[src/sv/walr_pkg.sv]
// walr_pkg: shared types and codes for the anti-aliased line rasteriser
// no dependencies; used by the front, back and top level
`default_nettype none

package walr_pkg;

  // operation codes on the op field
  localparam logic OP_START = 1'b0;
  localparam logic OP_STEP  = 1'b1;

  // line classification
  typedef enum logic [2:0] {
    CASE_HORIZ = 3'd0,
    CASE_VERT  = 3'd1,
    CASE_DIAG  = 3'd2,
    CASE_YMAJ  = 3'd3,
    CASE_XMAJ  = 3'd4
  } line_case_t;

  // control part of a queued command word
  typedef struct packed {
    logic       is_start;
    line_case_t line_case;
    logic       x_neg;
  } cmd_ctrl_t;

endpackage

`default_nettype wire

[src/sv/walr_fifo.sv]
// walr_fifo: small show-ahead queue, one or two words written per cycle
// no dependencies; used for the command queue and the result queue
`default_nettype none

module walr_fifo #(
  parameter int WIDTH = 8,
  parameter int DEPTH = 4
) (
  input  wire logic             clk,
  input  wire logic             rst,
  input  wire logic             push,
  input  wire logic             push_two,
  input  wire logic [WIDTH-1:0] wdata,
  input  wire logic [WIDTH-1:0] wdata_two,
  input  wire logic             pop,
  output logic      [WIDTH-1:0] rdata,
  output logic                  empty,
  output logic                  full,
  output logic                  room_two
);

  localparam int AW = $clog2(DEPTH);
  localparam int CW = $clog2(DEPTH + 1);

  logic [WIDTH-1:0] mem [DEPTH];
  logic [AW-1:0]    wptr;
  logic [AW-1:0]    rptr;
  logic [CW-1:0]    count;
  logic [CW-1:0]    n_in;

  // words written this cycle
  always_comb begin
    n_in = '0;
    if (push) begin
      n_in = push_two ? CW'(2) : CW'(1);
    end
  end

  // storage, no reset needed
  always_ff @(posedge clk) begin
    if (push) begin
      mem[wptr] <= wdata;
      if (push_two) begin
        mem[wptr + AW'(1)] <= wdata_two;
      end
    end
  end

  // pointers and fill level
  always_ff @(posedge clk) begin
    if (rst) begin
      wptr  <= '0;
      rptr  <= '0;
      count <= '0;
    end else begin
      wptr  <= wptr + n_in[AW-1:0];
      if (pop) begin
        rptr <= rptr + AW'(1);
      end
      count <= count + n_in - CW'(pop);
    end
  end

  assign rdata    = mem[rptr];
  assign empty    = (count == '0);
  assign full     = (count == CW'(DEPTH));
  assign room_two = (count <= CW'(DEPTH - 2));

endmodule

`default_nettype wire

[src/sv/walr_front.sv]
// walr_front: orders endpoints by y and classifies the line
// depends on walr_pkg; feeds the command queue
`default_nettype none

module walr_front #(
  parameter int COORD_BITS = 11
) (
  input  wire logic                  op,
  input  wire logic [COORD_BITS-1:0] x_start,
  input  wire logic [COORD_BITS-1:0] y_start,
  input  wire logic [COORD_BITS-1:0] x_end,
  input  wire logic [COORD_BITS-1:0] y_end,
  output walr_pkg::cmd_ctrl_t        ctrl,
  output logic      [COORD_BITS-1:0] x0,
  output logic      [COORD_BITS-1:0] y0,
  output logic      [COORD_BITS-1:0] x1,
  output logic      [COORD_BITS-1:0] y1,
  output logic      [COORD_BITS-1:0] minor,
  output logic      [COORD_BITS-1:0] major,
  output logic      [COORD_BITS-1:0] steps
);

  logic                  swap;
  logic                  x_neg;
  logic [COORD_BITS-1:0] dx;
  logic [COORD_BITS-1:0] dy;

  // order endpoints so the first has the smaller y, ties keep order
  always_comb begin
    swap  = (y_start > y_end);
    x0    = swap ? x_end   : x_start;
    y0    = swap ? y_end   : y_start;
    x1    = swap ? x_start : x_end;
    y1    = swap ? y_start : y_end;
    x_neg = (x1 < x0);
    dx    = x_neg ? (x0 - x1) : (x1 - x0);
    dy    = y1 - y0;
  end

  // pick the case, step count and division operands
  always_comb begin
    ctrl.is_start = (op == walr_pkg::OP_START);
    ctrl.x_neg    = x_neg;
    minor         = '0;
    major         = '0;
    if (dy == '0) begin
      ctrl.line_case = walr_pkg::CASE_HORIZ;
      steps          = dx;
    end else if (dx == '0) begin
      ctrl.line_case = walr_pkg::CASE_VERT;
      steps          = dy;
    end else if (dx == dy) begin
      ctrl.line_case = walr_pkg::CASE_DIAG;
      steps          = dy;
    end else if (dy > dx) begin
      ctrl.line_case = walr_pkg::CASE_YMAJ;
      steps          = dy - COORD_BITS'(1);
      minor          = dx;
      major          = dy;
    end else begin
      ctrl.line_case = walr_pkg::CASE_XMAJ;
      steps          = dx - COORD_BITS'(1);
      minor          = dy;
      major          = dx;
    end
  end

endmodule

`default_nettype wire

[src/sv/walr_back.sv]
// walr_back: line state, bit-serial error step division and pixel stepping
// depends on walr_pkg; reads the command queue, writes the result queue
`default_nettype none

module walr_back #(
  parameter int COORD_BITS    = 11,
  parameter int FRACTION_BITS = 16,
  parameter int LEVEL_BITS    = 3
) (
  input  wire logic                  clk,
  input  wire logic                  rst,
  input  wire logic                  cmd_valid,
  input  wire walr_pkg::cmd_ctrl_t   cmd_ctrl,
  input  wire logic [COORD_BITS-1:0] cmd_x0,
  input  wire logic [COORD_BITS-1:0] cmd_y0,
  input  wire logic [COORD_BITS-1:0] cmd_x1,
  input  wire logic [COORD_BITS-1:0] cmd_y1,
  input  wire logic [COORD_BITS-1:0] cmd_minor,
  input  wire logic [COORD_BITS-1:0] cmd_major,
  input  wire logic [COORD_BITS-1:0] cmd_steps,
  output logic                       cmd_pop,
  input  wire logic                  out_room_two,
  output logic                       out_push,
  output logic                       out_push_two,
  output logic [(2*COORD_BITS+LEVEL_BITS+4)-1:0] out_word,
  output logic [(2*COORD_BITS+LEVEL_BITS+4)-1:0] out_word_two
);

  localparam int C  = COORD_BITS;
  localparam int F  = FRACTION_BITS;
  localparam int L  = LEVEL_BITS;
  localparam int DW = $clog2(FRACTION_BITS);
  localparam logic [L-1:0] FULL = {L{1'b1}};

  typedef enum logic [1:0] {
    ST_RUN = 2'b01,
    ST_DIV = 2'b10
  } state_t;

  state_t               state, state_next;
  logic                 active, active_next;
  walr_pkg::line_case_t line_case, line_case_next;
  logic [C:0]           cur_x, cur_x_next;
  logic [C:0]           cur_y, cur_y_next;
  logic [C-1:0]         end_x, end_x_next;
  logic [C-1:0]         end_y, end_y_next;
  logic                 x_neg, x_neg_next;
  logic [C-1:0]         steps_left, steps_left_next;
  logic [F-1:0]         acc, acc_next;
  logic [F-1:0]         estep, estep_next;
  logic [C-1:0]         rem, rem_next;
  logic [C-1:0]         div_major, div_major_next;
  logic [DW-1:0]        div_cnt, div_cnt_next;

  logic [C:0]   x_stepped;
  logic [C:0]   y_inc;
  logic [F:0]   sum;
  logic         carry;
  logic [L-1:0] weight;
  logic [C:0]   gx;
  logic [C:0]   gy;
  logic [C+1:0] nb_x;
  logic [C:0]   nb_y;
  logic [C:0]   rem_sh;
  logic [C:0]   rem_sub;
  logic         div_bit;
  logic [C-1:0] steps_dec;

  // one step along the line
  always_comb begin
    x_stepped = x_neg ? (cur_x - (C+1)'(1)) : (cur_x + (C+1)'(1));
    y_inc     = cur_y + (C+1)'(1);
    steps_dec = steps_left - C'(1);
    sum       = {1'b0, acc} + {1'b0, estep};
    carry     = sum[F];
    weight    = sum[F-1 -: L];
    if (line_case == walr_pkg::CASE_YMAJ) begin
      gx   = carry ? x_stepped : cur_x;
      gy   = y_inc;
      nb_x = x_neg ? ({1'b0, gx} - (C+2)'(1)) : ({1'b0, gx} + (C+2)'(1));
      nb_y = gy;
    end else begin
      gx   = x_stepped;
      gy   = carry ? y_inc : cur_y;
      nb_x = {1'b0, gx};
      nb_y = gy + (C+1)'(1);
    end
  end

  // restoring division, one quotient bit a cycle
  always_comb begin
    rem_sh  = {rem, 1'b0};
    rem_sub = rem_sh - {1'b0, div_major};
    div_bit = (rem_sh >= {1'b0, div_major});
  end

  // command execution
  always_comb begin
    state_next      = state;
    active_next     = active;
    line_case_next  = line_case;
    cur_x_next      = cur_x;
    cur_y_next      = cur_y;
    end_x_next      = end_x;
    end_y_next      = end_y;
    x_neg_next      = x_neg;
    steps_left_next = steps_left;
    acc_next        = acc;
    estep_next      = estep;
    rem_next        = rem;
    div_major_next  = div_major;
    div_cnt_next    = div_cnt;
    cmd_pop         = 1'b0;
    out_push        = 1'b0;
    out_push_two    = 1'b0;
    out_word        = '0;
    out_word_two    = '0;
    case (state)
      ST_RUN: begin
        if (cmd_valid && out_room_two) begin
          cmd_pop = 1'b1;
          if (cmd_ctrl.is_start) begin
            line_case_next  = cmd_ctrl.line_case;
            x_neg_next      = cmd_ctrl.x_neg;
            cur_x_next      = {1'b0, cmd_x0};
            cur_y_next      = {1'b0, cmd_y0};
            end_x_next      = cmd_x1;
            end_y_next      = cmd_y1;
            steps_left_next = cmd_steps;
            acc_next        = '0;
            estep_next      = '0;
            active_next     = !((cmd_ctrl.line_case == walr_pkg::CASE_HORIZ) &&
                                (cmd_steps == '0));
            out_push        = 1'b1;
            out_word        = {2'b00, cmd_x0, 1'b0, cmd_y0, FULL, !active_next};
            if ((cmd_ctrl.line_case == walr_pkg::CASE_YMAJ) ||
                (cmd_ctrl.line_case == walr_pkg::CASE_XMAJ)) begin
              state_next     = ST_DIV;
              rem_next       = cmd_minor;
              div_major_next = cmd_major;
              div_cnt_next   = DW'(F - 1);
            end
          end else if (active) begin
            if ((line_case == walr_pkg::CASE_HORIZ) ||
                (line_case == walr_pkg::CASE_VERT) ||
                (line_case == walr_pkg::CASE_DIAG)) begin
              // straight lines, one full pixel
              if (line_case != walr_pkg::CASE_VERT) begin
                cur_x_next = x_stepped;
              end
              if (line_case != walr_pkg::CASE_HORIZ) begin
                cur_y_next = y_inc;
              end
              steps_left_next = steps_dec;
              active_next     = (steps_dec != '0);
              out_push        = 1'b1;
              out_word        = {1'b0, cur_x_next, cur_y_next, FULL, !active_next};
            end else if (steps_left == '0) begin
              // endpoint closes the line
              active_next = 1'b0;
              out_push    = 1'b1;
              out_word    = {2'b00, end_x, 1'b0, end_y, FULL, 1'b1};
            end else begin
              // main pixel and neighbour
              acc_next        = sum[F-1:0];
              cur_x_next      = gx;
              cur_y_next      = gy;
              steps_left_next = steps_dec;
              out_push        = 1'b1;
              out_push_two    = 1'b1;
              out_word        = {1'b0, gx, gy, ~weight, 1'b0};
              out_word_two    = {nb_x, nb_y, weight, 1'b0};
            end
          end
        end
      end
      ST_DIV: begin
        rem_next   = div_bit ? rem_sub[C-1:0] : rem_sh[C-1:0];
        estep_next = {estep[F-2:0], div_bit};
        if (div_cnt == '0) begin
          state_next = ST_RUN;
        end else begin
          div_cnt_next = div_cnt - DW'(1);
        end
      end
      default: begin
        state_next = ST_RUN;
      end
    endcase
  end

  // control registers
  always_ff @(posedge clk) begin
    if (rst) begin
      state  <= ST_RUN;
      active <= 1'b0;
    end else begin
      state  <= state_next;
      active <= active_next;
    end
  end

  // line and division registers
  always_ff @(posedge clk) begin
    line_case  <= line_case_next;
    cur_x      <= cur_x_next;
    cur_y      <= cur_y_next;
    end_x      <= end_x_next;
    end_y      <= end_y_next;
    x_neg      <= x_neg_next;
    steps_left <= steps_left_next;
    acc        <= acc_next;
    estep      <= estep_next;
    rem        <= rem_next;
    div_major  <= div_major_next;
    div_cnt    <= div_cnt_next;
  end

endmodule

`default_nettype wire

[src/sv/wu_antialiased_line_raster_top.sv]
// wu_antialiased_line_raster_top: anti-aliased line rasteriser top level
// depends on walr_pkg, walr_front, walr_fifo and walr_back
//
//   channel   handshake            word
//   input     push / full          op, x_start, y_start, x_end, y_end
//   result    empty / pop          pixel_x, pixel_y, intensity, last
//
// a step word yields up to two result words in the back end
// a start word for a general line also runs the bit-serial
// divider; steps queued behind it wait for the divider
// first result word is registered in the command queue, then in the result queue
// reset clears the queues and ends any line; no clearing pass
// full rises when the four-word command queue fills; the back end stalls
// while the result queue has room for fewer than two words
`default_nettype none

module wu_antialiased_line_raster_top #(
  parameter int COORD_BITS    = 11,
  parameter int FRACTION_BITS = 16,
  parameter int LEVEL_BITS    = 3
) (
  input  wire logic                         clk,
  input  wire logic                         rst,
  input  wire logic                         push,
  output logic                              full,
  input  wire logic                         op,
  input  wire logic        [COORD_BITS-1:0] x_start,
  input  wire logic        [COORD_BITS-1:0] y_start,
  input  wire logic        [COORD_BITS-1:0] x_end,
  input  wire logic        [COORD_BITS-1:0] y_end,
  output logic                              empty,
  input  wire logic                         pop,
  output logic signed      [COORD_BITS+1:0] pixel_x,
  output logic             [COORD_BITS:0]   pixel_y,
  output logic             [LEVEL_BITS-1:0] intensity,
  output logic                              last
);

  localparam int C      = COORD_BITS;
  localparam int CTRL_W = $bits(walr_pkg::cmd_ctrl_t);
  localparam int CMD_W  = CTRL_W + 7 * C;
  localparam int OUT_W  = 2 * C + LEVEL_BITS + 4;

  walr_pkg::cmd_ctrl_t f_ctrl;
  logic [C-1:0] f_x0, f_y0, f_x1, f_y1, f_minor, f_major, f_steps;
  logic [CMD_W-1:0] f_word;

  logic [CMD_W-1:0] q_word;
  logic             q_empty;
  logic             q_room_two;
  walr_pkg::cmd_ctrl_t b_ctrl;
  logic [C-1:0] b_x0, b_y0, b_x1, b_y1, b_minor, b_major, b_steps;
  logic             cmd_pop;

  logic             out_push;
  logic             out_push_two;
  logic [OUT_W-1:0] out_word;
  logic [OUT_W-1:0] out_word_two;
  logic [OUT_W-1:0] head_word;
  logic             out_full;
  logic             out_room_two;

  // front: order and classify
  walr_front #(
    .COORD_BITS (COORD_BITS)
  ) u_front (
    .op      (op),
    .x_start (x_start),
    .y_start (y_start),
    .x_end   (x_end),
    .y_end   (y_end),
    .ctrl    (f_ctrl),
    .x0      (f_x0),
    .y0      (f_y0),
    .x1      (f_x1),
    .y1      (f_y1),
    .minor   (f_minor),
    .major   (f_major),
    .steps   (f_steps)
  );

  assign f_word = {f_ctrl, f_x0, f_y0, f_x1, f_y1, f_minor, f_major, f_steps};

  // command queue between front and back
  walr_fifo #(
    .WIDTH (CMD_W),
    .DEPTH (4)
  ) u_cmd_q (
    .clk       (clk),
    .rst       (rst),
    .push      (push && !full),
    .push_two  (1'b0),
    .wdata     (f_word),
    .wdata_two ('0),
    .pop       (cmd_pop),
    .rdata     (q_word),
    .empty     (q_empty),
    .full      (full),
    .room_two  (q_room_two)
  );

  assign {b_ctrl, b_x0, b_y0, b_x1, b_y1, b_minor, b_major, b_steps} = q_word;

  // back: line state and pixel stepping
  walr_back #(
    .COORD_BITS    (COORD_BITS),
    .FRACTION_BITS (FRACTION_BITS),
    .LEVEL_BITS    (LEVEL_BITS)
  ) u_back (
    .clk          (clk),
    .rst          (rst),
    .cmd_valid    (!q_empty),
    .cmd_ctrl     (b_ctrl),
    .cmd_x0       (b_x0),
    .cmd_y0       (b_y0),
    .cmd_x1       (b_x1),
    .cmd_y1       (b_y1),
    .cmd_minor    (b_minor),
    .cmd_major    (b_major),
    .cmd_steps    (b_steps),
    .cmd_pop      (cmd_pop),
    .out_room_two (out_room_two),
    .out_push     (out_push),
    .out_push_two (out_push_two),
    .out_word     (out_word),
    .out_word_two (out_word_two)
  );

  // result queue; the back end writes its main word and, for a general line, a neighbour word too
  walr_fifo #(
    .WIDTH (OUT_W),
    .DEPTH (4)
  ) u_out_q (
    .clk       (clk),
    .rst       (rst),
    .push      (out_push),
    .push_two  (out_push_two),
    .wdata     (out_word),
    .wdata_two (out_word_two),
    .pop       (pop && !empty),
    .rdata     (head_word),
    .empty     (empty),
    .full      (out_full),
    .room_two  (out_room_two)
  );

  // result fields from the queue head; full queue shows as no room for two
  assign pixel_x   = $signed(head_word[OUT_W-1 -: C+2]);
  assign pixel_y   = head_word[LEVEL_BITS+C+1 -: C+1];
  assign intensity = out_full ? head_word[LEVEL_BITS:1] : head_word[LEVEL_BITS:1];
  assign last      = head_word[0];

endmodule

`default_nettype wire

[config.mk]
export PLATFORM = sky130hd
export DESIGN_NAME = wu_antialiased_line_raster_top
export DESIGN_NICKNAME = d
export VERILOG_FILES = /design/src/sv/walr_pkg.sv /design/src/sv/walr_fifo.sv /design/src/sv/walr_front.sv /design/src/sv/walr_back.sv /design/src/sv/wu_antialiased_line_raster_top.sv
export SDC_FILE = /design/constraint.sdc
export NUM_CORES = 1
export LEC_CHECK = 0
export ABC_CLOCK_PERIOD_IN_PS = 9100
export BUFFER_PORTS_ARGS = -buffer_cell sky130_fd_sc_hd__buf_2
export CORE_ASPECT_RATIO = 0.75
export CORE_MARGIN = 2
export CORE_UTILIZATION = 33
export CTS_BUF_LIST = sky130_fd_sc_hd__clkbuf_4
export DETAILED_ROUTE_END_ITERATION = 10
export GPL_TIMING_DRIVEN = 0
export PLACE_DENSITY = 0.54
export SLEW_MARGIN = 20
export SYNTH_ARGS = -nofsm -noshare
export SYNTH_HDL_FRONTEND = slang
export SYNTH_SLANG_ARGS = --single-unit
[constraint.sdc]
create_clock -name clk -period 9.1 [get_ports clk]
set_clock_uncertainty 0.05 [all_clocks]
set_input_delay 1.365 -clock clk [delete_from_list [all_inputs] [get_ports clk]]
set_output_delay 1.365 -clock clk [all_outputs]
set_load 0.05 [all_outputs]
---- Word-level counts from Yosys, hierarchy flattened ----
Memories as Yosys holds them, arrays and structs flattened. A register that Yosys moved wholly into a read port is not among the register bits.
Index checks and enable logic that the tools add are counted.
W data, S select, Z words.
storage, ports and cells
  output and inout bits ................... 31
  memories ................................ 2
  flip-flop bits (word level) ............. 136
  RAM bits ................................ 444
  bits of input ports ..................... 49
  logic and storage cells ................. 212
memories
  name         depth  width  read ports  clocked after Yosys merged registers in  write ports  RTL line         text
  u_cmd_q.mem  4      82     1           1                                        1            walr_fifo.sv:25  logic [WIDTH-1:0] mem [DEPTH];
  u_out_q.mem  4      29     1           1                                        2            walr_fifo.sv:25
cells by class
  equality and inequality tests ........... 18
  mux-type cells .......................... 105
  add/sub/neg operators ................... 24
  reductions and logical operators ........ 34
  bitwise operators ....................... 2
  $lt $le $gt $ge ......................... 5
operators with widths
  kind                     number
  $mux W29                 11
  $mux W11                 27
  $mux W12                 14
  $mux W16                 5
  $logic_not A11 Y1        4
  $sub A11 B11 Y11         4
  $add A12 B1 Y12 const B  3
  $sub A11 B1 Y11 const B  3
  $pmux W16 S2             1
  $mux W28                 1
  $mux W13                 2
  $mux W1                  23
  $gt A11 B11 Y1           2
  $pmux W11 S2             1
  $mux W2                  9
  $add A16 B16 Y17         1
  $mux W4                  4
  $reduce_and A4 Y1        4
  $mux W3                  5
  $add A12 B1 Y13 const B  1
  $sub A12 B1 Y13 const B  1
  $ge A12 B11 Y1           1
  $logic_not A3 Y1         4
  $sub A12 B1 Y12 const B  1
  33 further kinds         56

---- Longest topological paths before layout ----
Gate-level depths: netlist of run 1.
  depth in word-level cells ............... 12
  gate-level depth with buffers ........... 39
  gate-level depth less buffers ........... 34

---- Cells and area by module ----
Synthesis of run 1 repeated with hierarchy kept, for this count alone.
unflattened totals
  cells, all modules ...................... 3019
  area total of the unflattened synthesis .. 37537.3 um^2
by module, submodules not included
  module                          cells an instance  area an instance (um^2)  instances  sequential area each (um^2)
  walr_fifo (u_cmd_q)             849                17111.4                  1          10029.6
  walr_back                       1096               9554.2                   1          3633.5
  walr_fifo (u_out_q)             336                6092.1                   1          3663.5
  walr_front                      734                4744.6                   1          0.0
  wu_antialiased_line_raster_top  4                  35.0                     1          0.0

---- Least setup slack after synthesis of run 1 ----
No wires, ideal clock.
  path kind ............................... input to register
  start point ............................. input y_end[9]
  end point ............................... memory u_cmd_q.mem[0][10] in the netlist's numbering (data pin)
  stages on the path ...................... 36
  setup time .............................. 282 ps
  arrival time ............................ 8246 ps
  setup slack ............................. 522 ps
  required time ........................... 8768 ps
  buffers on the path ..................... 7
  path through ............................ inv_1 ha_1 buf_2 nand4_2 a2111oi_4 a211o_4 buf_8 nand2_4 buf_2 buf_1 clkbuf_1 a21oi_1 ha_1 inv_1 a311oi_1 nor3_1 o21ai_0 a21oi_1 mux2i_1 xor2_1 inv_1 ha_1 o21ai_0 a211oi_1 o21a_1 clkbuf_1 buf_4 a21o_1 ha_1 inv_1 nor4_1 a41oi_1 a2111oi_4 mux2i_1 a222oi_1 o21ai_1
between the ends
  cells in the longest elaborated chain, start to end .. 9
  elaborated cells on any way between the ends .. 20
  classes of those cells .................. add/sub: 5; order compare: 3; eq/ne: 1; mux: 9; reduce/logical: 2
RTL lines
  element                                                    RTL line                              text
  start, declared                                            wu_antialiased_line_raster_top.sv:30  input wire logic [COORD_BITS-1:0] y_end,
  $gt A11 B11 Y1                                             walr_front.sv:30                      swap = (y_start > y_end);
  $mux W11 (on tied branches)                                walr_front.sv:33, walr_front.sv:31
  $sub A11 B11 Y11 / $lt A11 B11 Y1 (equally long branches)  walr_front.sv:36, walr_front.sv:35
  $mux W11                                                   walr_front.sv:36                      dx = x_neg ? (x0 - x1) : (x1 - x0);
  $sub A11 B1 Y11 / $gt A11 B11 Y1 (equally long branches)   walr_front.sv:62, walr_front.sv:55
  $mux W11                                                   walr_front.sv:55                      end else if (dy > dx) begin
  $mux W11                                                   walr_front.sv:52                      end else if (dx == dy) begin
  $mux W11                                                   walr_front.sv:49                      end else if (dx == '0) begin
  $mux W11 (*)                                               walr_front.sv:46                      if (dy == '0) begin
  net f_steps[10]                                            wu_antialiased_line_raster_top.sv:45  logic [C-1:0] f_x0, f_y0, f_x1, f_y1, f_minor, f_major, f_steps;
  end, declared                                              walr_fifo.sv:25
The timed path passes the listed nets; every way through them passes the cells marked *.

---- Final worst setup path of run 1 ----
  start point ............................. input y_end[2]
  end point ............................... memory u_cmd_q.mem[2][8] in the netlist's numbering (data pin)
The elaborated chain is that of the path after synthesis.

==> impl_metrics.yaml, run 1 <==
status:
  status: "complete, no violations"
pwr:
  p_clk_frac: 0.176
  p_sw_mw: 5.695
  switching_share: 0.4348
  p_seq_frac: 0.321
  ir_worst_vdd_uv: 141.1
  power_density_nw_per_um2: 363.3
  leakage_nw: 12.42
  combPwrFrac: 0.503
  p_int_mw: 7.403
worst_setup_path:
  slowest_delay_ns: 0.52
  path_class: "input pin to flop"
  reg2reg_depth: 29
  worstSetupPathDepth: 35
  crit_family: "compound AO/OA/AOI/OAI gates"
  timing.rr.start: "u_back.estep[0]$_SDFFCE_PN0P_"
  critical_path.max_fanout: 19
  worstPathRequired_ns: 9.69
  reg2reg_slack_ns: 1.87
  cp_num_buf_inv: 10
  cp_slowest_cell: "or3_4"
  reg2reg_to: "u_out_q.mem[0][28]$_DFFE_PP_"
  critPathArrivalTime_ns: 9.30
  worst_setup_path_end_kind: "flop"
  cp-start-kind: "input pin"
sta:
  timing.fmax_mhz: 114.7
  min_period_ns: 8.715
  hold_viol: 0
  holdWs_ns: 0.4377
  finalMaxSlewViolations: 0
  fin_crit_sh: 0.9577
  worstMarginPinSlew_ns: 1.194
  slew_headroom: 0.1957
  finalSetupViolations: 0
die:
  fp-row-count: 98
  die_y_um: 272.0
  initial_utilization: 0.3321
  io_pins: 80
  coreArea_um2: 95150
  die_area_um2: 98260
  dieWidth_um: 361.3
synthesis:
  synth_top_area_frac: 0.5313
  synth_ff_type: "edfxtp_1"
  netlist_area_um2: 31600
  synth.most_common_cell: "edfxtp_1"
  synthArstFlopShare: 0
  yosys_warnings: 0
  synth.net_count: 2782
  yosys.area.top_type: "edfxtp_1"
  syn_avg_cell_area_um2: 11.96
  synth_seq_cells: 584
  synth-edff-count: 559
  syn_inst: 2641
  synth_cell_types: 104
  synth.area.top_cells: "edfxtp_1, mux4_2, ha_1, nand2_1, o21ai_0"
  yosysSeqAreaShare: 0.5471
  synth_common_cells: "edfxtp_1, nand2_1, nor2_1, o21ai_0, a21oi_1"
clocking:
  clock_path_buffers: 3
  ctsRootBufferMaster: "clkbuf_4"
  path_clk_slew_ns: 0.07
  hold_buffers: 0
  insertion_delay_ns: 1.05
  cts.sinks: 584
  cts_tree: "done"
  cts_htree_levels: 4
  cts_buffers: 148
global_route:
  grt_max_degree: 45
  grt_antenna_before_repair: 7
  grt-ovfl-total: 0
  grt_pass1_vias: 22030
  grt_pass1_wl_mm: 141.6
  grt_use_total: 0.1906
placement:
  portBuffers: 75
  dp_cells: 3999
  place.gp.congestion: 0.9326
  post-dp-hpwl_mm: 69.21
route:
  vias: 23490
  wl_per_cell_um: 22.17
  detail_route.vias_per_cell: 5.503
  drt_wl_total_mm: 94.63
  drtIter0Drc: 2700
  drtPass1Iterations: 7
  ant_nets: 0
  drc: 0
finish:
  drive_gt1_frac: 0.1877
  syn_to_final_growth_pct: 14.11
  layout.cells.non_filler: 4268
  fin_nets: 3044
  fillCellCount: 9290
flow_run:
  drv_cap: 0
worst_hold_path:
  hold_path.startpoint: "u_out_q.rptr[1]$_SDFFE_PP0P_"
  min_path_type: "flop to flop"
  min_path_cells: 2
[cell usage in the layout, fill, tap and decap left out, drive strengths merged, types with 8 or more instances in the layout]
| cell type | Yosys | final |
|---|---|---|
| a211o | 10 | 10 |
| dfxtp | 25 | 25 |
| or2 | 11 | 11 |
| nand3 | 59 | 59 |
| or3 | 19 | 19 |
| nor3 | 50 | 50 |
| nor2 | 197 | 197 |
| o21a | 15 | 15 |
| o22ai | 122 | 122 |
| nor4 | 23 | 23 |
| nand2b | 35 | 35 |
| mux2i | 30 | 30 |
| mux2 | 12 | 12 |
| a21o | 33 | 33 |
| xnor2 | 78 | 78 |
| clkbuf | 122 | 334 |
| diode | 0 | 8 |
| buf | 34 | 146 |
| o31ai | 12 | 12 |
| xor2 | 27 | 27 |
| edfxtp | 559 | 559 |
| and3 | 25 | 25 |
| o21bai | 14 | 14 |
| a21boi | 10 | 10 |
| mux4 | 110 | 110 |
| a32oi | 10 | 10 |
| clkinv | 3 | 36 |
| a31oi | 21 | 21 |
| ha | 86 | 86 |
| o211ai | 13 | 13 |
| nor2b | 35 | 35 |
| a211oi | 36 | 36 |
| and2 | 33 | 33 |
| nand4 | 12 | 12 |
| a2111oi | 8 | 8 |
| nand2 | 243 | 243 |
| a21oi | 134 | 134 |
| inv | 98 | 104 |
| o21ai | 164 | 164 |
[logic make-up after synthesis]
| group | count (synthesis) | share of synthesized area |
|---|---|---|
| simple gates | 768 | 0.1163 |
| fa+ha+maj | 99 | 0.04008 |
| buf+inv | 257 | 0.03354 |
| compound gates | 676 | 0.1417 |
| mux | 152 | 0.09219 |
| xor+xnor | 105 | 0.02911 |
| flops | 584 | 0.5471 |
[stage by stage]
| stage | power, mW | setup TNS [ns] | cell area (um^2) | setup slack (ns) | util |
|---|---|---|---|---|---|
| floorplan | 8.693 | 0 | 31600 | 0.5220 | - |
| global placement | 10.62 | -747.40 | 33530 | -4.379 | 0.3524 |
| detailed placement | 10.71 | -101.04 | 34020 | -2.216 | 0.3575 |
| CTS | 13.06 | 0 | 35940 | 0.04421 | 0.3777 |
| global route | 13.95 | -0.01125 | 36040 | -0.008489 | 0.3788 |
| finish | 13.10 | 0 | 36050 | 0.3848 | 0.3789 |
[how the worst max path moves through the flow]
stage                     startpoint                           end
final                       y_end[2]   u_cmd_q.mem[2][8]$_DFFE_PP_
after global routing        y_end[6]   u_cmd_q.mem[2][8]$_DFFE_PP_
after CTS                   y_end[2]   u_cmd_q.mem[2][8]$_DFFE_PP_
after detailed placement    y_end[2]   u_cmd_q.mem[0][8]$_DFFE_PP_
after global placement          push  u_cmd_q.mem[1][52]$_DFFE_PP_
after floorplan             y_end[9]  u_cmd_q.mem[0][10]$_DFFE_PP_
[final cells by class]
type	instances	area, um^2	area share
Timing Repair Buffer	113	828.3	0.02297
Clock inverter	45	320.3	0.008884
Buffer	155	683.2	0.01895
Clock buffer	212	1592	0.04414
Inverter	101	380.4	0.01055
Antenna cell	8	20.02	0.0005552
Multi-Input combinational cell	1800	13380	0.3711
Tap cell	1250	1564	0.04338
Sequential cell	584	17290	0.4795
[worst reg2reg max path, delay by kind of cell (launching register included)]
| family | cells | cell delay (ns) |
|---|---|---|
| and+or+nand+nor | 6 | 1.22 |
| buffers and inverters | 2 | 0.47 |
| AOI/OAI and AO/OA | 17 | 4.12 |
| DFF | 1 | 0.40 |
| xor gates and xnor gates | 1 | 0.14 |
| adders and majority gates | 3 | 0.73 |
[per-layer routing]
metal	global-route usage	share of wire	routed length [um]	vias up
li1	-	-	-	10780
met1	0.2970	0.48	45700	11480
met2	0.2591	0.41	38420	1115
met3	0.04757	0.098	9254	117
met4	0.05055	0.013	1258	0
met5	0	0	0	-
[state kept, by name (all words and copies together) (netlist names), 4 cells and up, named ones only]
name / count
u_back.end_y: 11
u_back.end_x: 11
u_back.estep: 16
u_back.cur_y: 12
u_back.cur_x: 12
u_back.steps_left: 11
u_back.div_cnt: 4
u_back.rem: 11
u_back.div_major: 11
u_out_q.mem: 116
u_back.acc: 16
u_cmd_q.mem: 328
[power groups by stage]
stage                     clock network (mW)  registers, mW  logic [mW]
after global placement                     0           4.33        6.29
final                                   2.30           4.20        6.59
after detailed placement                   0           4.27        6.44
after global routing                    2.50           4.26        7.19
after floorplan                            0           4.19        4.50
after CTS                               2.37           4.22        6.47
[what timing repair did]
action,4_1_cts,5_1_grt
resized for setup,5,14
setup endpoints to repair,39,52
buffers inserted,0,4
gates cloned,0,0
pin swaps,0,2
Power figures use the tool's default switching activity.
==> run 2, diff against run 1 <==
--- a/config.mk
+++ b/config.mk
@@ -17,4 +17,5 @@
 export SLEW_MARGIN = 20
 export SYNTH_ARGS = -nofsm -noshare
 export SYNTH_HDL_FRONTEND = slang
+export SYNTH_HIERARCHICAL = 1
 export SYNTH_SLANG_ARGS = --single-unit
==> run 2 against run 1 <==
Against the previous run:
- global-route usage decreased by 0.46 points
- non-clock buffer count rose by 28
- worst setup slack lost 0.095 ns
- total power rose by 12%
- highest routed layer unchanged
- via count up 13%
- maximum frequency shrank 1.1%
==> impl_metrics.yaml, run 2 <==
worst_setup_path:
  slowest_delay_ns: 0.64
  worst_setup_path_end_kind: "flop"
  path_class: "input pin to flop"
  critical_path.max_fanout: 19
  crit_family: "compound AO/OA/AOI/OAI gates"
  cp-start-kind: "input pin"
  worstSetupPathDepth: 34
  cp_slowest_cell: "o211ai_1"
  critPathArrivalTime_ns: 9.65
  reg2reg_depth: 19
  cp_num_buf_inv: 8
  worstPathRequired_ns: 9.94
  path_common_cell: "ha_1"
finish:
  syn_to_final_growth_pct: 16.48
  layout_commonest_cell: "edfxtp_1"
  regMostFlops: "u_cmd_q/mem"
  fin_nets: 3751
  largest_reg_flops: 328
  final_cell_mix: "edfxtp_1, conb_1, nand2_1, mux2_2, clkbuf_4"
  drive_gt1_frac: 0.3115
  fillCellCount: 11080
  reg_top3: "u_cmd_q/mem x328, u_out_q/mem x116"
  finalInstanceArea_um2: 43710
route:
  detail_route.vias_per_cell: 5.048
  drtIter0Drc: 2489
  vias: 26440
  ant_nets: 0
  drt_wl_total_mm: 109.2
  drc: 0
  drtPass1Iterations: 6
  wl_per_cell_um: 20.86
placement:
  place_area_um2: 41780
  place.gp.congestion: 0.9085
  portBuffers: 74
  post-dp-hpwl_mm: 80.27
global_route:
  grt_pass1_vias: 25800
  grt-ovfl-total: 0
  grt_max_degree: 37
  grt_antenna_before_repair: 5
  grt_pass1_wl_mm: 164.3
  grt_use_total: 0.1860
die:
  coreArea_um2: 113100
  dieWidth_um: 393.4
  io_pins: 80
  fp-row-count: 107
  die_y_um: 296.0
  initial_utilization: 0.3317
  die_area_um2: 116500
synthesis:
  syn_avg_cell_area_um2: 12.44
  netlist_area_um2: 37520
  syn_inst: 3017
  yosys_warnings: 6
sta:
  finalMaxSlewViolations: 0
  timing.fmax_mhz: 113.5
  rsz0062_at_grt: "no"
  slew_headroom: 0.2978
  worstMarginPinSlew_ns: 1.024
  hold_viol: 0
  finalSetupViolations: 0
  min_period_ns: 8.811
  fin_tns_setup_ns: 0
  fin_crit_sh: 0.9682
clocking:
  clock_path_buffers: 3
  insertion_delay_ns: 1.03
  cts.sinks: 584
  cts_tree: "done"
  hold_buffers: 0
  ctsRootBufferMaster: "clkbuf_4"
  cts_htree_levels: 4
  cts_buffers: 153
  path_clk_slew_ns: 0.06
pwr:
  fin_total_pwr_mw: 14.62
  power_density_nw_per_um2: 334.5
  ir_worst_vdd_uv: 154.4
  leakage_nw: 16.79
worst_hold_path:
  min_path_type: "flop to flop"
  min_path_cells: 2
flow_run:
  drv_cap: 0
status:
  status: "complete, no violations"
==> run 2: changes by cell type in the layout (fill, tap and decap cells not counted), moves of 19 or more <==
cell,previous run,this run
conb_1,0,332
mux2_2,12,290
mux2_4,0,160
o22ai_1,122,12
clkbuf_1,119,52
nand2_1,237,290
buf_2,80,117
buf_6,9,40
o21ai_0,150,120
inv_1,97,78
==> run 2: cell type report <==
| type | instances | area (um^2) | area share |
|---|---|---|---|
| multi-input combinational | 2491 | 19930 | 0.4560 |
| sequential | 584 | 17330 | 0.3964 |
| tap | 1526 | 1909 | 0.04368 |
| clock buffer | 223 | 1674 | 0.03830 |
| buffer | 190 | 1343 | 0.03072 |
| timing repair buffer | 106 | 1047 | 0.02396 |
| inverter | 80 | 305.3 | 0.006985 |
| clock inverter | 28 | 151.4 | 0.003464 |
| antenna | 9 | 22.52 | 0.0005153 |
==> run 2: worst paths after layout <==
| kind | from | to | slack, ns |
|---|---|---|---|
| min reg2reg | u_back/active$_SDFFE_PP0P_ | u_back/active$_SDFFE_PP0P_ | 0.46 |
| max | y_end[8] | u_cmd_q/mem[3][10]$_DFFE_PP_ | 0.29 |
| min | u_back/active$_SDFFE_PP0P_ | u_back/active$_SDFFE_PP0P_ | 0.46 |
| max reg2reg | u_back/estep[0]$_SDFFCE_PP0P_ | u_out_q/mem[2][27]$_DFFE_PP_ | 3.62 |
==> run 2: timing repair <==
action / in CTS / in global routing
setup buffers: 2 / 2
gates resized for setup: 7 / 9
pin swaps: 2 / 2
gates cloned: 0 / 0
setup endpoints to repair: 60 / 24
==> run 2: per-stage QoR <==
stage            util  std cells  hold slack, ns  setup WS (ns)
2_1_floorplan       -       3347          0.4120         0.5005
3_3_place_gp   0.3628       4947          0.4358         -4.999
3_5_place_dp   0.3693       4975          0.4496         -2.499
4_1_cts        0.3859       5227          0.4650        0.02523
5_1_grt        0.3863       5234          0.4834        0.05997
6_report       0.3864       5237          0.4604         0.2894
==> run 2: where the power goes <==
group          switching [mW]  total (mW)  internal (mW)
registers               0.278        4.39           4.11
logic                    4.69        7.99           3.31
clock network            1.12        2.24           1.12
==> run 2: worst min-delay path, delay by kind of cell (launching register included) <==
| kind | cells | cell delay (ns) |
|---|---|---|
| AO/OA/AOI/OAI | 2 | 0.14 |
| flip-flops | 1 | 0.33 |
==> run 2: routing by layer <==
layer  global-route usage  vias to the layer above  routed length, um
li1                     -                    12380                  -
met1               0.2842                    12950              54440
met2               0.2665                      944              45200
met3              0.03258                      162               7562
met4              0.05263                        0               2036
met5                    0                        -                  0
==> run 3, diff against run 2 <==
--- a/config.mk
+++ b/config.mk
@@ -5,7 +5,7 @@
 export SDC_FILE = /design/constraint.sdc
 export NUM_CORES = 1
 export LEC_CHECK = 0
-export ABC_CLOCK_PERIOD_IN_PS = 9100
+export ABC_CLOCK_PERIOD_IN_PS = 10300
 export BUFFER_PORTS_ARGS = -buffer_cell sky130_fd_sc_hd__buf_2
 export CORE_ASPECT_RATIO = 0.75
 export CORE_MARGIN = 2
@@ -13,7 +13,7 @@
 export CTS_BUF_LIST = sky130_fd_sc_hd__clkbuf_4
 export DETAILED_ROUTE_END_ITERATION = 10
 export GPL_TIMING_DRIVEN = 0
-export PLACE_DENSITY = 0.54
+export PLACE_DENSITY = 0.52
 export SLEW_MARGIN = 20
 export SYNTH_ARGS = -nofsm -noshare
 export SYNTH_HDL_FRONTEND = slang
==> constraint.sdc (replaced) <==
create_clock -name clk -period 10.3 [get_ports clk]
set_clock_uncertainty 0.05 [all_clocks]
set_input_delay 1.545 -clock clk [delete_from_list [all_inputs] [get_ports clk]]
set_output_delay 1.545 -clock clk [all_outputs]
set_load 0.05 [all_outputs]
==> run 3 against run 2 <==
Against the previous run:
- cell count rose by 0.25%
- utilization increased by 0.077 points
- combinational power decreased by 12%
- via count about the same
- critical path type unchanged
==> impl_metrics.yaml, run 3 (synthesis gave the netlist of run 2 again) <==
worst_setup_path:
  path_class: "input pin to flop"
  worstPathRequired_ns: 11.03
  reg2reg_depth: 19
  critical_path.max_fanout: 19
  critPathArrivalTime_ns: 10.13
  cp-start-kind: "input pin"
  worst_setup_path_end_kind: "flop"
  reg2reg_slack_ns: 4.75
  reg2reg_to: "u_out_q/mem[0][27]$_DFFE_PP_"
  slowest_delay_ns: 0.50
  cp_slowest_cell: "nor3_2"
  timing.rr.start: "u_back/estep[0]$_SDFFCE_PP0P_"
global_route:
  grt_antenna_before_repair: 8
  use_met2: 0.2723
  grt_most_used_layer: "met1"
  grt-ovfl-total: 0
  grt_pass1_wl_mm: 166.2
  gr-usage-met3: 0.03104
  grt_use_total: 0.1887
  grtUsageMet1: 0.2893
  grt_pass1_vias: 25860
  grt_max_degree: 31
route:
  ant_nets: 0
  drtIter0Drc: 2409
  drc: 0
  vias: 26430
  drtPass1Iterations: 7
  detail_route.vias_per_cell: 5.035
  wl_per_cell_um: 21.04
  drt_wl_total_mm: 110.5
sta:
  layout_setup_ws_ns: 0.9027
  fin_crit_sh: 0.9124
  worstMarginPinSlew_ns: 1.163
  min_period_ns: 9.397
  slew_headroom: 0.2162
  holdWs_ns: 0.4533
  finalSetupViolations: 0
  hold_viol: 0
  finalMaxSlewViolations: 0
  timing.fmax_mhz: 106.4
  rsz0062_at_grt: "no"
finish:
  layout_commonest_cell: "edfxtp_1"
  fillCellCount: 11040
  regMostFlops: "u_cmd_q/mem"
  syn_to_final_growth_pct: 16.71
  reg_top3: "u_cmd_q/mem x328, u_out_q/mem x116"
  finalInstanceArea_um2: 43800
  final_cell_mix: "edfxtp_1, conb_1, nand2_1, mux2_2, clkbuf_4"
  largest_reg_flops: 328
  drive_gt1_frac: 0.3087
  fin_nets: 3749
placement:
  place.gp.congestion: 0.8932
  portBuffers: 74
  place_ws_ns: -1.544
  place_area_um2: 41750
  post-dp-hpwl_mm: 81.41
clocking:
  path_clk_slew_ns: 0.07
  insertion_delay_ns: 1.05
  cts_tree: "done"
  cts.sinks: 584
  cts_buffers: 156
  ctsRootBufferMaster: "clkbuf_4"
  clock_path_buffers: 3
  cts_htree_levels: 4
die:
  die_area_um2: 116500
  coreArea_um2: 113100
  fp-row-count: 107
  dieWidth_um: 393.4
  die_y_um: 296.0
  initial_utilization: 0.3317
  io_pins: 80
pwr:
  leakage_nw: 16.83
  ir_worst_vdd_uv: 124.7
  power_density_nw_per_um2: 297.4
worst_hold_path:
  min_path_cells: 2
  hold_path.startpoint: "u_back/active$_SDFFE_PP0P_"
  min_path_type: "flop to flop"
  hold_end: "u_back/active$_SDFFE_PP0P_"
flow_run:
  drv_cap: 0
status:
  status: "complete, no violations"
run 3: changes by cell type in the layout (fill, tap and decap cells not counted), sizes merged:
| cell | previous run | this run |
|---|---|---|
| clkbuf | 283 | 287 |
| inv | 86 | 84 |
| buf | 236 | 231 |
| bufinv | 0 | 4 |
| clkinvlp | 5 | 2 |
| clkinv | 17 | 32 |
run 3: worst max path at each step:
stage | startpoint | to | cells after the start
final | y_end[8] | u_cmd_q/mem[0][4]$_DFFE_PP_ | 35
after global routing | y_end[2] | u_cmd_q/mem[0][4]$_DFFE_PP_ | 36
after CTS | y_end[8] | u_cmd_q/mem[0][4]$_DFFE_PP_ | 39
after detailed placement | y_end[8] | u_cmd_q/mem[0][4]$_DFFE_PP_ | 37
after global placement | push | u_cmd_q/mem[2][45]$_DFFE_PP_ | 4
after floorplan | y_end[2] | u_cmd_q/mem[1][4]$_DFFE_PP_ | 35
run 3: metal layers:
metal,vias to the layer above,routed length [um]
met2,906,46370
li1,12420,-
met3,119,7022
met5,-,0
met4,0,1568
met1,12990,55500
run 3: layout make-up:
cell class | count | area (um^2) | area share
multi-input combinational | 2491 | 19910 | 0.4546
sequential | 584 | 17330 | 0.3956
tap | 1526 | 1909 | 0.04360
clock buffer | 227 | 1704 | 0.03891
buffer | 190 | 1340 | 0.03060
timing repair buffer | 101 | 977.2 | 0.02231
inverter | 80 | 305.3 | 0.006971
clock inverter | 42 | 299.0 | 0.006828
antenna | 9 | 22.52 | 0.0005142
run 3: critical path: cells and delay by family:
| kind | cells | cell delay (ns) |
|---|---|---|
| compound gates | 13 | 2.93 |
| xor+xnor | 1 | 0.47 |
| simple gates | 7 | 1.37 |
| mux | 2 | 0.51 |
| fa+ha+maj | 4 | 1.05 |
| buf+inv | 8 | 2.23 |
run 3: through the flow:
stage            util  instances  setup TNS, ns  power, mW
3_5_place_dp   0.3690       4974         -42.20      10.85
3_3_place_gp   0.3628       4947        -403.25      10.72
5_1_grt        0.3871       5249              0      13.91
2_1_floorplan       -       3347              0      8.912
6_report       0.3871       5250              0      13.02
4_1_cts        0.3869       5243              0      13.05
run 3: repair_timing:
item | 4_1_cts | 5_1_grt
gates resized for setup | 3 | 6
endpoints found under the setup margin | 16 | 24
pin swaps | 0 | 0
buffers inserted | 0 | 0
hold buffers | 0 | 0
run 3: power breakdown:
| group | switching, mW | total (mW) | internal, mW |
|---|---|---|---|
| clock | 1.01 | 2.12 | 1.11 |
| combinational | 4.12 | 7.02 | 2.90 |
| sequential | 0.250 | 3.88 | 3.63 |
| total | 5.38 | 13.0 | 7.64 |
